**src/design/pps_pkg.sv**
```systemverilog
// Shared types, codes and constants for the projector power supervisor.
// Depends on nothing; every design file refers to it by scoped names.

package pps_pkg;

   // Width of the saturating millisecond counters.
   localparam int TimerWidth = 18;
   // Width of the timing configuration registers.
   localparam int CfgWidth = 17;
   // Common width used when a counter is compared against a register.
   localparam int CmpWidth = (TimerWidth > CfgWidth) ? TimerWidth : CfgWidth;

   // Configuration port geometry.
   localparam int CsrIndexWidth = 2;
   localparam int CsrDataWidth = CfgWidth;

   // Widths of the stream payloads; both tdata widths are byte-padded.
   localparam int ReqDataWidth = 8;
   localparam int ReqUserWidth = 2;
   localparam int RspDataWidth = 16;

   // Configuration register indexes.
   localparam logic [CsrIndexWidth-1:0] CSR_WARMUP_DELAY = 2'd0;
   localparam logic [CsrIndexWidth-1:0] CSR_TURN_ON_TIMEOUT = 2'd1;
   localparam logic [CsrIndexWidth-1:0] CSR_COOLING_TIMEOUT = 2'd2;
   localparam logic [CsrIndexWidth-1:0] CSR_MIRRORED = 2'd3;

   // Configuration reset values.
   localparam logic [CfgWidth-1:0] WarmupDelayReset = 17'd15000;
   localparam logic [CfgWidth-1:0] TurnOnTimeoutReset = 17'd45000;
   localparam logic [CfgWidth-1:0] CoolingTimeoutReset = 17'd30000;

   // Item kinds carried on the request side.
   typedef logic [1:0] op_type;
   localparam op_type OP_HOST = 2'd0;
   localparam op_type OP_REPORT = 2'd1;
   localparam op_type OP_TICK = 2'd2;

   typedef enum logic [2:0] {
      ST_UNKNOWN = 3'd0,
      ST_OFF = 3'd1,
      ST_TURNING_ON = 3'd2,
      ST_WARMING = 3'd3,
      ST_ON = 3'd4,
      ST_COOLING = 3'd5,
      ST_TIMEOUT = 3'd6,
      ST_FAIL = 3'd7
   } lamp_status_type;

   typedef enum logic [1:0] {
      CMD_NONE = 2'd0,
      CMD_OFF = 2'd1,
      CMD_ON = 2'd2
   } power_cmd_type;

   typedef enum logic [1:0] {
      ORIENT_NONE = 2'd0,
      ORIENT_NORMAL = 2'd1,
      ORIENT_MIRRORED = 2'd2
   } orient_cmd_type;

   typedef struct packed {
      logic [CfgWidth-1:0] warmup_delay_ms;
      logic [CfgWidth-1:0] turn_on_timeout_ms;
      logic [CfgWidth-1:0] cooling_timeout_ms;
      logic                mirrored;
   } cfg_type;

   typedef struct packed {
      op_type op;
      logic   level;
   } req_type;

   // Packed with the last result field in the lowest bits.
   typedef struct packed {
      logic            status_changed;
      logic            fail_event;
      lamp_status_type lamp_status;
      orient_cmd_type  orientation_command;
      power_cmd_type   power_command;
   } rsp_type;

   localparam int RspWidth = $bits(rsp_type);

endpackage

```
**src/design/pps_csr.sv**
```systemverilog
// Configuration registers of the projector power supervisor.
// Depends on pps_pkg for the register indexes, widths and reset values.

module pps_csr (
   input  logic                              clock,
   input  logic                              reset,
   input  logic                              csr_we,
   input  logic [pps_pkg::CsrIndexWidth-1:0] csr_index,
   input  logic [pps_pkg::CsrDataWidth-1:0]  csr_wdata,
   output pps_pkg::cfg_type                  cfg
);

   pps_pkg::cfg_type cfg_ff;
   pps_pkg::cfg_type cfg_in;

   // Decode a write into the addressed register.
   always_comb begin
      cfg_in = cfg_ff;
      if (csr_we) begin
         case (csr_index)
            pps_pkg::CSR_WARMUP_DELAY: begin
               cfg_in.warmup_delay_ms = csr_wdata[pps_pkg::CfgWidth-1:0];
            end
            pps_pkg::CSR_TURN_ON_TIMEOUT: begin
               cfg_in.turn_on_timeout_ms = csr_wdata[pps_pkg::CfgWidth-1:0];
            end
            pps_pkg::CSR_COOLING_TIMEOUT: begin
               cfg_in.cooling_timeout_ms = csr_wdata[pps_pkg::CfgWidth-1:0];
            end
            pps_pkg::CSR_MIRRORED: begin
               cfg_in.mirrored = csr_wdata[0];
            end
            default: begin
               cfg_in = cfg_ff;
            end
         endcase
      end
   end

   always_ff @(posedge clock) begin
      if (reset) begin
         cfg_ff.warmup_delay_ms <= pps_pkg::WarmupDelayReset;
         cfg_ff.turn_on_timeout_ms <= pps_pkg::TurnOnTimeoutReset;
         cfg_ff.cooling_timeout_ms <= pps_pkg::CoolingTimeoutReset;
         cfg_ff.mirrored <= 1'b0;
      end else begin
         cfg_ff <= cfg_in;
      end
   end

   assign cfg = cfg_ff;

endmodule

```
**src/design/pps_fsm.sv**
```systemverilog
// Lamp status state machine with its commanded flag and millisecond counters.
// Depends on pps_pkg for the status, command and item types.

module pps_fsm (
   input  logic              clock,
   input  logic              reset,
   input  logic              step,
   input  pps_pkg::req_type  item,
   input  pps_pkg::cfg_type  cfg,
   output pps_pkg::rsp_type  result
);

   localparam logic [pps_pkg::TimerWidth-1:0] TimerMax = '1;

   pps_pkg::lamp_status_type lamp_ff;
   pps_pkg::lamp_status_type lamp_in;
   logic commanded_on_ff;
   logic commanded_on_in;
   logic [pps_pkg::TimerWidth-1:0] since_cmd_ff;
   logic [pps_pkg::TimerWidth-1:0] since_cmd_in;
   logic [pps_pkg::TimerWidth-1:0] since_warm_ff;
   logic [pps_pkg::TimerWidth-1:0] since_warm_in;

   logic send_cmd;
   logic send_on;
   logic turn_on_expired;
   logic warmup_done;
   logic cooling_expired;

   // Timer checks: elapsed time strictly above the configured limit.
   assign turn_on_expired = pps_pkg::CmpWidth'(since_cmd_ff)
                            > pps_pkg::CmpWidth'(cfg.turn_on_timeout_ms);
   assign warmup_done = pps_pkg::CmpWidth'(since_warm_ff)
                        > pps_pkg::CmpWidth'(cfg.warmup_delay_ms);
   assign cooling_expired = pps_pkg::CmpWidth'(since_cmd_ff)
                            > pps_pkg::CmpWidth'(cfg.cooling_timeout_ms);

   // Next state and result for the item at the head of the pipeline.
   always_comb begin
      lamp_in = lamp_ff;
      commanded_on_in = commanded_on_ff;
      since_cmd_in = since_cmd_ff;
      since_warm_in = since_warm_ff;
      send_cmd = 1'b0;
      send_on = 1'b0;
      result.power_command = pps_pkg::CMD_NONE;
      result.orientation_command = pps_pkg::ORIENT_NONE;
      result.fail_event = 1'b0;
      result.status_changed = 1'b0;

      case (item.op)
         pps_pkg::OP_HOST: begin
            commanded_on_in = item.level;
            send_cmd = 1'b1;
            send_on = item.level;
         end
         pps_pkg::OP_REPORT: begin
            if (commanded_on_ff && !item.level) begin
               // Lamp should be on but the projector says off.
               if (lamp_ff inside {pps_pkg::ST_OFF, pps_pkg::ST_UNKNOWN,
                                   pps_pkg::ST_TIMEOUT, pps_pkg::ST_FAIL}) begin
                  send_cmd = 1'b1;
                  send_on = 1'b1;
               end else if (lamp_ff == pps_pkg::ST_TURNING_ON) begin
                  if (turn_on_expired) begin
                     lamp_in = pps_pkg::ST_TIMEOUT;
                     result.status_changed = 1'b1;
                     result.fail_event = 1'b1;
                     commanded_on_in = 1'b0;
                  end
               end else if (lamp_ff inside {pps_pkg::ST_WARMING, pps_pkg::ST_ON}) begin
                  lamp_in = pps_pkg::ST_FAIL;
                  result.status_changed = 1'b1;
                  result.fail_event = 1'b1;
                  commanded_on_in = 1'b0;
               end else begin
                  lamp_in = pps_pkg::ST_OFF;
                  result.status_changed = 1'b1;
               end
            end else if (commanded_on_ff) begin
               // Lamp should be on and the projector agrees.
               if (lamp_ff == pps_pkg::ST_TURNING_ON) begin
                  lamp_in = pps_pkg::ST_WARMING;
                  result.status_changed = 1'b1;
                  since_warm_in = '0;
               end else if (lamp_ff == pps_pkg::ST_WARMING) begin
                  if (warmup_done) begin
                     lamp_in = pps_pkg::ST_ON;
                     result.status_changed = 1'b1;
                  end
               end else if (lamp_ff != pps_pkg::ST_ON) begin
                  lamp_in = pps_pkg::ST_ON;
                  result.status_changed = 1'b1;
               end
            end else if (!item.level) begin
               // Lamp should be off and it is.
               if (lamp_ff != pps_pkg::ST_OFF) begin
                  lamp_in = pps_pkg::ST_OFF;
                  result.status_changed = 1'b1;
               end
            end else begin
               // Lamp should be off but the projector says on.
               if (lamp_ff == pps_pkg::ST_COOLING) begin
                  if (cooling_expired) begin
                     lamp_in = pps_pkg::ST_ON;
                     result.status_changed = 1'b1;
                  end
               end else if (lamp_ff == pps_pkg::ST_OFF) begin
                  // Switched on by hand: adopt it as a commanded power on.
                  commanded_on_in = 1'b1;
                  send_cmd = 1'b1;
                  send_on = 1'b1;
               end else begin
                  send_cmd = 1'b1;
                  send_on = 1'b0;
               end
            end
         end
         pps_pkg::OP_TICK: begin
            if (since_cmd_ff != TimerMax) begin
               since_cmd_in = since_cmd_ff + 1'b1;
            end
            if (since_warm_ff != TimerMax) begin
               since_warm_in = since_warm_ff + 1'b1;
            end
         end
         default: begin
            lamp_in = lamp_ff;
         end
      endcase

      // Issue a power command and restart the command timer.
      if (send_cmd) begin
         if (send_on) begin
            result.power_command = pps_pkg::CMD_ON;
            result.orientation_command = cfg.mirrored ? pps_pkg::ORIENT_MIRRORED
                                                      : pps_pkg::ORIENT_NORMAL;
            lamp_in = pps_pkg::ST_TURNING_ON;
         end else begin
            result.power_command = pps_pkg::CMD_OFF;
            lamp_in = pps_pkg::ST_COOLING;
         end
         since_cmd_in = '0;
         result.status_changed = 1'b1;
      end

      result.lamp_status = lamp_in;
   end

   // State registers advance only when an item is processed.
   always_ff @(posedge clock) begin
      if (reset) begin
         lamp_ff <= pps_pkg::ST_UNKNOWN;
         commanded_on_ff <= 1'b0;
         since_cmd_ff <= '0;
         since_warm_ff <= '0;
      end else if (step) begin
         lamp_ff <= lamp_in;
         commanded_on_ff <= commanded_on_in;
         since_cmd_ff <= since_cmd_in;
         since_warm_ff <= since_warm_in;
      end
   end

endmodule

```
**src/design/projector_power_supervisor.sv**
```systemverilog
// Top level of the projector power supervisor: input register, status logic,
// result register. Depends on pps_pkg, pps_csr and pps_fsm.
//
//   Port group  Direction  Moves
//   req_*       in         one item: kind (op) in tuser, level in tdata
//   rsp_*       out        one result item per accepted item
//   csr_*       in         register writes, no read-back
//
// One item per clock cycle sustained while rsp_tready stays high; each result is
// presented on rsp_* from the result register, which loads the status logic's
// output while the item is held in the input register.
// Synchronous reset clears the lamp status to unknown, both counters and the
// commanded flag, and restores register defaults. While rsp_tready is low, items
// fill the result and input registers and then req_tready drops.

module projector_power_supervisor (
   input  logic                              clock,
   input  logic                              reset,
   // Request channel.
   input  logic                              req_tvalid,
   output logic                              req_tready,
   input  logic [pps_pkg::ReqDataWidth-1:0]  req_tdata,  // [0] level
   input  logic [pps_pkg::ReqUserWidth-1:0]  req_tuser,  // [1:0] op
   // Result channel.
   output logic                              rsp_tvalid,
   input  logic                              rsp_tready,
   // [1:0] power_command, [3:2] orientation_command, [6:4] lamp_status,
   // [7] fail_event, [8] status_changed
   output logic [pps_pkg::RspDataWidth-1:0]  rsp_tdata,
   // Configuration port.
   input  logic                              csr_we,
   input  logic [pps_pkg::CsrIndexWidth-1:0] csr_index,
   input  logic [pps_pkg::CsrDataWidth-1:0]  csr_wdata
);

   pps_pkg::cfg_type cfg;
   pps_pkg::rsp_type result;

   logic             in_valid_ff;
   logic             in_valid_in;
   pps_pkg::req_type in_ff;
   logic             rsp_valid_ff;
   logic             rsp_valid_in;
   pps_pkg::rsp_type rsp_ff;
   logic             step;

   pps_csr u_csr (
      .clock     (clock),
      .reset     (reset),
      .csr_we    (csr_we),
      .csr_index (csr_index),
      .csr_wdata (csr_wdata),
      .cfg       (cfg)
   );

   pps_fsm u_fsm (
      .clock  (clock),
      .reset  (reset),
      .step   (step),
      .item   (in_ff),
      .cfg    (cfg),
      .result (result)
   );

   // The held item moves on when the result register is free or draining.
   assign step = in_valid_ff && (!rsp_valid_ff || rsp_tready);
   assign req_tready = !in_valid_ff || step;

   // Input register.
   always_comb begin
      in_valid_in = in_valid_ff;
      if (req_tready) begin
         in_valid_in = req_tvalid;
      end
   end

   always_ff @(posedge clock) begin
      if (reset) begin
         in_valid_ff <= 1'b0;
      end else begin
         in_valid_ff <= in_valid_in;
      end
   end

   always_ff @(posedge clock) begin
      if (req_tvalid && req_tready) begin
         in_ff.op <= req_tuser;
         in_ff.level <= req_tdata[0];
      end
   end

   // Result register.
   always_comb begin
      rsp_valid_in = rsp_valid_ff;
      if (step) begin
         rsp_valid_in = 1'b1;
      end else if (rsp_tready) begin
         rsp_valid_in = 1'b0;
      end
   end

   always_ff @(posedge clock) begin
      if (reset) begin
         rsp_valid_ff <= 1'b0;
      end else begin
         rsp_valid_ff <= rsp_valid_in;
      end
   end

   always_ff @(posedge clock) begin
      if (step) begin
         rsp_ff <= result;
      end
   end

   assign rsp_tvalid = rsp_valid_ff;
   assign rsp_tdata = {{(pps_pkg::RspDataWidth - pps_pkg::RspWidth){1'b0}}, rsp_ff};

`ifndef ASSERT_OFF
   // An orientation command only goes out together with power on.
   a_orient_with_on: assert property (@(posedge clock) disable iff (reset)
      rsp_valid_ff && (rsp_ff.orientation_command != pps_pkg::ORIENT_NONE)
      |-> (rsp_ff.power_command == pps_pkg::CMD_ON))
      else $error("orientation command without power on");

   // A failure leaves the lamp in timeout or fail.
   a_fail_status: assert property (@(posedge clock) disable iff (reset)
      rsp_valid_ff && rsp_ff.fail_event
      |-> (rsp_ff.lamp_status == pps_pkg::ST_TIMEOUT)
          || (rsp_ff.lamp_status == pps_pkg::ST_FAIL))
      else $error("failure reported with wrong lamp status");

   // A command sent implies the change flag.
   a_cmd_changed: assert property (@(posedge clock) disable iff (reset)
      rsp_valid_ff && (rsp_ff.power_command != pps_pkg::CMD_NONE)
      |-> rsp_ff.status_changed)
      else $error("power command without change flag");

   // Each processed item produces a result in the next cycle.
   a_step_result: assert property (@(posedge clock) disable iff (reset)
      step |=> rsp_valid_ff)
      else $error("processed item produced no result");
`endif

endmodule
```
**config.mk**
```make
export PLATFORM = sky130hd
export DESIGN_NAME = projector_power_supervisor
export DESIGN_NICKNAME = d
export VERILOG_FILES = /design/src/design/pps_pkg.sv /design/src/design/pps_csr.sv /design/src/design/pps_fsm.sv /design/src/design/projector_power_supervisor.sv
export SDC_FILE = /design/constraint.sdc
export NUM_CORES = 1
export LEC_CHECK = 0
export ABC_CLOCK_PERIOD_IN_PS = 2700
export BUFFER_PORTS_ARGS = -buffer_cell sky130_fd_sc_hd__buf_2
export CORE_ASPECT_RATIO = 1.1
export CORE_MARGIN = 4
export CORE_UTILIZATION = 25
export DETAILED_ROUTE_END_ITERATION = 10
export MAX_ROUTING_LAYER = met4
export SETUP_SLACK_MARGIN = 0.4
export SLEW_MARGIN = 20
export SYNTH_ARGS = -nofsm -noshare
export SYNTH_HDL_FRONTEND = slang
export SYNTH_HIERARCHICAL = 1
export SYNTH_SLANG_ARGS = --single-unit
```
**constraint.sdc**
```tcl
create_clock -name clock -period 2.7 [get_ports clock]
set_clock_uncertainty 0.1 [all_clocks]
set_input_delay 0.54 -clock clock [delete_from_list [all_inputs] [get_ports clock]]
set_output_delay 0.54 -clock clock [all_outputs]
set_load 0.02 [all_outputs]
```
==> results of run 1 <==
[cells in the final DEF, fill, tap and decap left out, drive strengths merged, types with 12 or more instances in the layout]
cell type | netlist | final
dfxtp | 94 | 94
nand2b | 56 | 56
o21ai | 13 | 13
inv | 62 | 62
nand3 | 17 | 17
a21oi | 28 | 28
nand2 | 33 | 33
nor3 | 14 | 14
clkbuf | 16 | 13
nand4 | 24 | 24
nor2 | 92 | 92
edfxtp | 12 | 12
ha | 53 | 53
mux2i | 55 | 55
xnor2 | 19 | 19
buf | 22 | 80
[area by class of cell]
cell class              count  area (um2)  share of cell area
multi-input cells         518        4120               0.524
flip-flops and latches    106        2310               0.294
well taps                 310         388              0.0493
repair buffers             80         533              0.0678
inverters                  62         233              0.0296
clock buffers              13         260              0.0331
clock inverters             3        15.0             0.00191
[synthesized netlist by cell type, types with 12 or more instances]
cell type  count
nand4_1       24
nand3_1       16
clkbuf_1      16
nor2_1        92
ha_1          53
nand2_1       33
edfxtp_1      12
xnor2_1       19
mux2i_1       55
inv_1         62
nor3_1        13
nand2b_1      56
o21ai_0       12
dfxtp_1       94
a21oi_1       26
[power breakdown]
group	switching, mW	internal, mW	leakage (nW)
clock network	0.601	0.674	0.139
registers	0.0279	1.63	0.890
logic	0.225	0.157	2.11
[what timing repair did]
item,CTS,global route
resized for setup,55,81
buffers inserted,8,11
setup endpoints to repair,14,32
pin swaps,15,34
gates cloned,0,0
[metrics by stage]
step            util  cells
4_1_cts        0.303   1081
2_1_floorplan      -    724
3_3_place_gp   0.280   1057
6_report       0.320   1092
3_5_place_dp   0.280   1057
5_1_grt        0.320   1092
[per-layer routing]
metal | track usage | share of wire
met3 | 0.0147 | 0.027
met5 | - | 0
met1 | 0.142 | 0.46
met2 | 0.192 | 0.49
met4 | 0.0463 | 0.025
[worst max path at each step]
stage | to | depth (start not counted) | slack [ps]
floorplan | u_fsm/since_cmd_ff[11] | 10 | 410
global placement | rsp_tdata[6] | 8 | 190
detailed placement | rsp_tdata[6] | 8 | 70
CTS | rsp_tdata[6] | 9 | 390
global route | rsp_tdata[8] | 10 | 270
finish | rsp_tdata[8] | 10 | 370
[logic make-up (layout without fill, tap and decap cells)]
logic type               after synthesis  after routing  synth area share
flip-flops                           106            106             0.358
AND/OR/NAND/NOR                      291            291             0.251
other                                  1              7          0.000599
XOR/XNOR                              29             29            0.0405
AO/OA/AOI/OAI                         82             82            0.0861
adder cells (fa/ha/maj)               53             53             0.106
multiplexers                          56             56            0.0897
buffers and inverters                100            158            0.0687
[worst reg2reg max path, delay by kind of cell, from the launching register on]
kind / cells / cell delay, ps
compound gates: 6 / 1000
flops: 1 / 330
simple gates: 1 / 100
buf+inv: 2 / 230
fa+ha+maj: 1 / 300
[flip-flops by register name, indices dropped and copies added (netlist names)]
name / flops
in_ff: 3
in_valid_ff: 1
rsp_tdata: 9
rsp_tvalid: 1
u_csr/cfg: 52
u_fsm/commanded_on_ff: 1
u_fsm/lamp_ff: 3
u_fsm/since_cmd_ff: 18
u_fsm/since_warm_ff: 18
==> results.md, run 1 <==
- PnR worst setup slack: 372 ps
- Synth async-reset ratio: 0
- Hold Fails Final Rpt: 0
- RSZ-0062 raised after global routing: true
- Proportion of layout cells with a drive suffix above 1: 0.286
- Number of global-route vias before repair: 4877
- Max Slew Vio Count: 0
- Final non-filler cell area: 7860 um2
- Die area: 27700 um2
- CORE AREA: 24500 um2
- Peak supply drop: 0.330 mV
- Mapped Avg Cell Area: 8.73 um2
- Synth area leader: dfxtp_1
- Wire per inst: 14.6 um
- Total grt overflow: 0
- Pre-Repair DR Iteration Count: 4
- Initial DRC count: 403
- Nets: 864
- Slowest CP cell: dfxtp_1
- Worst path cell trace: inv_1, ha_1, a21oi_1, o21ai_1, o31ai_1, a31oi_2, buf_4, o221a_4, nor2_4, a41oi_2
- Initial antenna violation count: 0
- Die Ht: 174 um
- Synth Instances: 718
- Worst path top cell family by delay: compound AO/OA/AOI/OAI gates
- Global-route usage over all layers: 0.115
- Inserted Clock Buffers: 9
- Worst Max-Slew Pin Slew: 733 ps
- Clk Latency, worst-skew pair: 360 ps
- CP Max Fanout: 2
- Number of flops mapped to enable cells by yosys: 12
- Dpl cell area: 6880 um2
- Ys flop type: dfxtp_1
- Layout filler cell count: 2477
- Setup violators final: 0
- Via Count: 5031
- FF+latch count, synth: 106
- Status: completed
- Area Growth Syn to Fin: 25.5%
- Buf+Inv Stages, Crit Path: 2
- Arr. time, crit path: 2320 ps
- Crit Path Class: reg -> reg
- P_leak: 3.14 nW
- DRC Markers: 0
- WP data required: 2700 ps
- CTS Hold Buffers Added: 0
- Die X-Extent: 159 um
- Post-synth top area share: 0.300
- Slowest stage delay, CP: 330 ps
- Ports: 52
- Row count: 60
- Flop-to-flop setup slack: 370 ps
- Worst Setup End Kind: register
- Setup TNS: 0 ps
- Maximum number of pins on one net before global-route repair: 38
- Routed wire length: 15900 um
- CTS Root Cell: clkbuf_16
- Clock slew at reported path FFs: 80 ps
- R2R cell count: 10
- WHS: 253 ps
- Sequential area share after synthesis: 0.358
- First-pass GRT wire length: 25100 um
- Crit Reg-Reg Startpoint: u_csr/cfg[21]
- CTS tree: yes
- PortBufs: 37
- Design Power: 3.32 mW
- Hpwl dp: 11600 um
- Netlist cell types: 67
- Largest cells by area after synthesis: dfxtp_1 30%, ha_1 11%, mux2i_1 8.8%, edfxtp_1 5.8%, nand2b_1 5.6%
- P per Cell Area: 422 nW/um2
- Cell area after synthesis: 6260 um2
- Post-layout minimum cycle time: 2330 ps
- # clock sinks: 106
- CTS max path bufs: 2
- Pre-CTS WS: 70.9 ps
- Hold_sp: req_tuser[0]
- Max_cap viols: 0
- Worst hold path type: in -> reg
- ANT cells: 0
- Worst Hold Depth: 1
- Fmax: 430 MHz
- Starting density of the core: 0.255
- Worst setup SP type: register
- Vias per inst: 4.61
- Syn. warnings: 6
- Fin crit share: 0.862
- Final RePlAce weighted congestion: 0.813
- Slew headroom: 0.510
- Critical path origin: u_csr/cfg[21]
- Reg2reg end: rsp_tdata[8]
- Hold Path Sink: in_ff[1]
- Routed Antenna Nets: 0
- H-tree depth: 3
No activity file was read; power rests on OpenSTA's default activity.
==> inputs of run 2 (changes only) <==
CELL_PAD_IN_SITES_DETAIL_PLACEMENT = 1   (was not set)
CELL_PAD_IN_SITES_GLOBAL_PLACEMENT = 2   (was not set)
PLACE_DENSITY_LB_ADDON = 0.1   (was not set)
==> run 2 against run 1 <==
First-iteration DRC count fell by 57%. Register-to-register slack got worse by 110 ps. Global-route usage rose by 3.4 points. Sequential power barely moved. Die area did not move. Worst hold slack improved by 6.7 ps. Non-clock buffer count rose by 7. Routed wire length rose by 24%. Combinational power rose by 2%. Clock-buffer cell count fell by 3. Maximum frequency fell by 4.5%. Clock power rose by 9%.
==> results.md, run 2 (same netlist as run 1, synthesis figures left out) <==
- RSZ-0062 raised after global routing: true (unchanged)
- Number of global-route vias before repair: 5638 (was 4877)
- Worst setup SP type: register (unchanged)
- Fin cells: 1099 (was 1092)
- Leading cell types in the layout, fill and taps excluded: 91 x nor2_1, 60 x dfxtp_1, 55 x nand2b_1, 55 x mux2i_1, 51 x inv_1 (was 90 x nor2_1, 55 x nand2b_1, 55 x mux2i_1)
- Slowest stage delay, CP: 340 ps (was 330 ps)
- Worst Setup End Kind: register (unchanged)
- Cell Int Power: 2.52 mW (was 2.46 mW)
- Sw Ratio: 0.270 (was 0.258)
- Routed Antenna Nets: 0 (unchanged)
- Most common cell on crit path: buf_4
- DRC Markers: 0 (unchanged)
- WP data required: 2680 ps (was 2700 ps)
- P per Cell Area: 442 nW/um2 (was 422 nW/um2)
- Placed cell count: 1071 (was 1057)
- Slowest CP cell: dfxtp_2 (was dfxtp_1)
- Hpwl dp: 14900 um (was 11600 um)
- Clk Latency, worst-skew pair: 360 ps (about the same)
- Maximum number of pins on one net before global-route repair: 86 (was 38)
- Wire per inst: 17.9 um (was 14.6 um)
- Clock slew at reported path FFs: 80 ps (about the same)
- Fmax: 410 MHz (was 430 MHz)
- CTS max path bufs: 2 (unchanged)
- Setup TNS: 0 ps (unchanged)
- CTS tree: yes (unchanged)
- Setup violators final: 0 (unchanged)
- Worst path cell trace: inv_2, ha_4, nand4b_1, nor4_2, buf_4, and4_1, a31oi_1, buf_4, o221a_4, nor2_4, a41oi_2 (was inv_1, ha_1, a21oi_1, o21ai_1, o31ai_1, a31oi_2, buf_4, o221a_4, nor2_4, a41oi_2)
- Ports: 52 (unchanged)
- Total grt overflow: 0 (unchanged)
- Initial DRC count: 174 (was 403)
- Status: completed (unchanged)
- Pre-Repair DR Iteration Count: 4 (unchanged)
- Inserted Clock Buffers: 9 (unchanged)
- Net Sw Power: 0.934 mW (was 0.854 mW)
- Reg power frac: 0.481 (was 0.500)
- Max_cap viols: 0 (unchanged)
- ANT cells: 0 (unchanged)
- Fin crit share: 0.903 (was 0.862)
- Clock share of power: 0.406 (was 0.385)
- # clock sinks: 106 (unchanged)
- Row count: 60 (unchanged)
- Starting density of the core: 0.255 (unchanged)
- P_leak: 3.17 nW (was 3.14 nW)
- Post-layout minimum cycle time: 2440 ps (was 2330 ps)
- Max reg flops: 52 (unchanged)
- PnR worst setup slack: 262 ps (was 372 ps)
- CTS Root Cell: clkbuf_16 (unchanged)
- Worst Max-Slew Pin Slew: 716 ps (was 733 ps)
- PortBufs: 37 (unchanged)
- CTS Hold Buffers Added: 0 (unchanged)
- Worst hold path type: in -> reg (unchanged)
- Combinational share of power: 0.113 (was 0.115)
- Via Count: 5179 (was 5031)
- CP Max Fanout: 3 (was 2)
- Final RePlAce weighted congestion: 0.748 (was 0.813)
- Slew headroom: 0.523 (was 0.510)
- Pre-CTS WS: 108 ps (was 70.9 ps)
- Arr. time, crit path: 2420 ps (was 2320 ps)
- Peak supply drop: 0.212 mV (was 0.330 mV)
- Most common cell after layout, fill and taps aside: nor2_1 (unchanged)
- Max Slew Vio Count: 0 (unchanged)
- Die area: 27700 um2 (unchanged)
- Final Util: 0.319 (was 0.320)
- Die X-Extent: 159 um (unchanged)
- Nets: 871 (was 864)
- CORE AREA: 24500 um2 (unchanged)
- Crit Path Class: reg -> reg (unchanged)
- H-tree depth: 3 (unchanged)
- Global-route usage over all layers: 0.149 (was 0.115)
- Vias per inst: 4.71 (was 4.61)
- Area Growth Syn to Fin: 24.8% (was 25.5%)
- Routed wire length: 19700 um (was 15900 um)
- First-pass GRT wire length: 31600 um (was 25100 um)
- Proportion of layout cells with a drive suffix above 1: 0.264 (was 0.286)
- WHS: 259 ps (was 253 ps)
- Initial antenna violation count: 0 (unchanged)
- Hold Fails Final Rpt: 0 (unchanged)
- Die Ht: 174 um (unchanged)
-- run 2: path summary, 6_finish.rpt --
path,end,start,slack [ps],cells after the start
worst max-delay path,rsp_tdata[8],u_csr/cfg[29],260,11
worst min-delay path,in_ff[0],req_tdata[0],260,1
worst max register to register,rsp_tdata[8],u_csr/cfg[29],260,11
worst min register to register,u_csr/cfg[3],u_csr/cfg[3],380,2
-- run 2: metal layers --
| layer | vias up | global-route usage | wire (um) |
|---|---|---|---|
| met4 | 0 | 0.0409 | 255 |
| met5 | - | - | 0 |
| met1 | 2516 | 0.188 | 9440 |
| met3 | 17 | 0.0187 | 307 |
| li1 | 2606 | - | - |
| met2 | 40 | 0.254 | 9660 |
-- run 2: timing repair --
item	CTS	global route
setup endpoints to repair	30	37
pin swaps	29	16
gates resized for setup	72	34
buffers inserted	7	5
-- run 2: area by class of cell --
type,count,area (um2)
Inverter,62,233
Fill cell,2840,16700
Multi-Input combinational cell,518,4020
Clock buffer,10,229
Clock inverter,6,73.8
Sequential cell,106,2290
Timing Repair Buffer,87,589
Tap cell,310,388
-- run 2: through the flow --
step                      total power [mW]  cell area (um2)
after floorplan                       1.94             6300
after global placement                2.06             6980
after detailed placement              2.07             6980
after CTS                             3.52             7660
after global routing                  3.65             7820
final                                 3.46             7820
-- run 2: power by group through the flow --
stage | sequential, mW | clock, mW | combinational (mW)
floorplan | 1.70 | 0 | 0.234
global placement | 1.70 | 0 | 0.359
detailed placement | 1.70 | 0 | 0.366
CTS | 1.67 | 1.47 | 0.386
global route | 1.67 | 1.54 | 0.433
finish | 1.66 | 1.40 | 0.390
-- run 2: worst max-delay path, delay by kind of cell, from the launching register on --
family,cells,cell delay [ps]
AND/OR/NAND/NOR,4,690
buffers and inverters,3,390
AO/OA/AOI/OAI,3,350
flip-flops,1,340
adder cells (fa/ha/maj),1,260
==> inputs of run 3 (changes only) <==
REMOVE_ABC_BUFFERS = 1   (was not set)
==> run 3 against run 2 <==
Final area rose by 0.98%. Worst hold slack improved by 5.3 ps. Critical path depth fell by 2. Maximum frequency rose by 2.4%. Final cell count rose by 0.27%. Power fell by 1.2%. Critical path type unchanged.
==> results.md, run 3 (same netlist as run 1, synthesis figures left out) <==
- Maximum number of pins on one net before global-route repair: 41 (was 86)
- Worst path cell trace: ha_1, nand4_1, nor4_4, buf_4, and4_4, a31oi_4, o221a_4, nor2_4, a41oi_2 (was inv_2, ha_4, nand4b_1, nor4_2, buf_4, and4_1, a31oi_1, buf_4, o221a_4, nor2_4, a41oi_2)
- Dpl cell area: 6950 um2 (was 6980 um2)
- Die Ht: 174 um (unchanged)
- H-tree depth: 3 (unchanged)
- PnR worst setup slack: 319 ps (was 262 ps)
- Die area: 27700 um2 (unchanged)
- Setup violators final: 0 (unchanged)
- Final non-filler cell area: 7900 um2 (was 7820 um2)
- Fin crit share: 0.882 (was 0.903)
- Worst setup SP type: register (unchanged)
- Clk Latency, worst-skew pair: 350 ps (was 360 ps)
- Status: completed (unchanged)
- Pre-Repair DR Iteration Count: 4 (unchanged)
- CTS tree: yes (unchanged)
- Hpwl dp: 14900 um (about the same)
- Number of global-route vias before repair: 5456 (was 5638)
- Arr. time, crit path: 2360 ps (was 2420 ps)
- Clock slew at reported path FFs: 70 ps (was 80 ps)
- Setup TNS: 0 ps (unchanged)
- WHS: 265 ps (was 259 ps)
- Post-layout minimum cycle time: 2380 ps (was 2440 ps)
- Peak supply drop: 0.246 mV (was 0.212 mV)
- DRC Markers: 0 (unchanged)
- Final RePlAce weighted congestion: 0.809 (was 0.748)
- Slowest stage delay, CP: 380 ps (was 340 ps)
- Fin cells: 1102 (was 1099)
- ANT cells: 0 (unchanged)
- Design Power: 3.42 mW (was 3.46 mW)
- Flop-to-flop setup slack: 320 ps (was 260 ps)
- CP Max Fanout: 5 (was 3)
- Hold_sp: req_tuser[1] (was req_tdata[0])
- Routed Antenna Nets: 0 (unchanged)
- CTS Hold Buffers Added: 0 (unchanged)
- # clock sinks: 106 (unchanged)
- Global-route usage over all layers: 0.144 (was 0.149)
- Placed cell count: 1070 (was 1071)
- Slew headroom: 0.483 (was 0.523)
- Row count: 60 (unchanged)
- CORE AREA: 24500 um2 (unchanged)
- Initial antenna violation count: 0 (unchanged)
- Inserted Clock Buffers: 9 (unchanged)
- Max Slew Vio Count: 0 (unchanged)
- P_leak: 3.20 nW (was 3.17 nW)
- WP data required: 2680 ps (about the same)
- Total grt overflow: 0 (unchanged)
- Hold Fails Final Rpt: 0 (unchanged)
- R2R cell count: 9 (was 11)
- Vias per inst: 4.77 (was 4.71)
- Starting density of the core: 0.255 (unchanged)
- Crit Path Class: reg -> reg (unchanged)
- CTS Root Cell: clkbuf_16 (unchanged)
- Worst Setup End Kind: register (unchanged)
- Crit Reg-Reg Startpoint: u_fsm/since_cmd_ff[6] (was u_csr/cfg[29])
- Slowest CP cell: dfxtp_4 (was dfxtp_2)
- First-pass GRT wire length: 30600 um (was 31600 um)
- Most common cell after layout, fill and taps aside: nor2_1 (unchanged)
- Max_cap viols: 0 (unchanged)
- RSZ-0062 raised after global routing: true (unchanged)
- PortBufs: 37 (unchanged)
- Worst path top cell family by delay: simple AND/OR/NAND/NOR gates (unchanged)
- Buf+Inv Stages, Crit Path: 1 (was 3)
- Area Growth Syn to Fin: 26.0% (was 24.8%)
- Fmax: 420 MHz (was 410 MHz)
- CTS max path bufs: 2 (unchanged)
- Wire per inst: 17.7 um (was 17.9 um)
- P per Cell Area: 433 nW/um2 (was 442 nW/um2)
- Pre-CTS WS: -65.5 ps (was 108 ps)
- Leading cell types in the layout, fill and taps excluded: 90 x nor2_1, 64 x dfxtp_1, 55 x nand2b_1, 55 x inv_1, 55 x mux2i_1 (was 91 x nor2_1, 60 x dfxtp_1, 55 x nand2b_1, 55 x mux2i_1, 51 x inv_1)
- Hold Path Sink: in_ff[2] (was in_ff[0])
- Nets: 874 (was 871)
- Worst Hold Depth: 1 (unchanged)
- Ports: 52 (unchanged)
- Final Util: 0.322 (was 0.319)
- Max reg flops: 52 (unchanged)
- Die X-Extent: 159 um (unchanged)
- Worst hold path type: in -> reg (unchanged)
- Proportion of layout cells with a drive suffix above 1: 0.264 (about the same)
- Via Count: 5261 (was 5179)
- Worst Max-Slew Pin Slew: 775 ps (was 716 ps)
- Reg2reg end: rsp_tdata[8] (unchanged)
- Initial DRC count: 176 (was 174)
- Routed wire length: 19500 um (was 19700 um)
run 3: cell count changes in the layout (fill, tap and decap cells not counted), sizes merged:
cell / before / now
buf: 87 / 90
bufinv: 1 / 0
clkbuf: 10 / 12
clkinv: 3 / 1
clkinvlp: 0 / 1
run 3: what timing repair did:
item / in CTS / in global routing
pin swaps: 25 / 31
setup endpoints to repair: 37 / 37
setup buffers: 8 / 8
gates resized for setup: 75 / 40
run 3: metal layers:
metal  GRT usage  wire length (um)  part of all wire  vias to the layer above
li1            -                 -                 -                     2600
met5           -                 0                 0                        -
met2       0.239              9480              0.49                       59
met1       0.182              9220              0.47                     2577
met4      0.0445               409             0.021                        0
met3      0.0213               373             0.019                       25
run 3: how the worst max path moves through the flow:
stage	endpoint	cells past startpoint	slack, ps	startpoint
2_1_floorplan	u_fsm/since_warm_ff[17]	7	340	u_fsm/lamp_ff[1]
3_3_place_gp	rsp_tdata[6]	10	40	u_csr/cfg[33]
3_5_place_dp	rsp_tdata[6]	10	-70	u_csr/cfg[33]
4_1_cts	rsp_tdata[8]	10	220	u_csr/cfg[25]
5_1_grt	rsp_tdata[8]	10	170	u_csr/cfg[25]
6_report	rsp_tdata[8]	9	320	u_fsm/since_cmd_ff[6]
run 3: final cells by class:
type,count,area (um2)
clock buffer,12,268
clock inverter,4,30.0
fill,2853,16700
inverter,62,233
multi-input combinational,518,4070
sequential,106,2290
tap,310,388
timing repair buffer,90,619
run 3: where the power goes:
group	switching, mW	leakage [nW]	total [mW]	internal, mW
Combinational	0.242	2.17	0.400	0.158
Sequential	0.0250	0.887	1.66	1.63
Clock	0.645	0.145	1.36	0.715
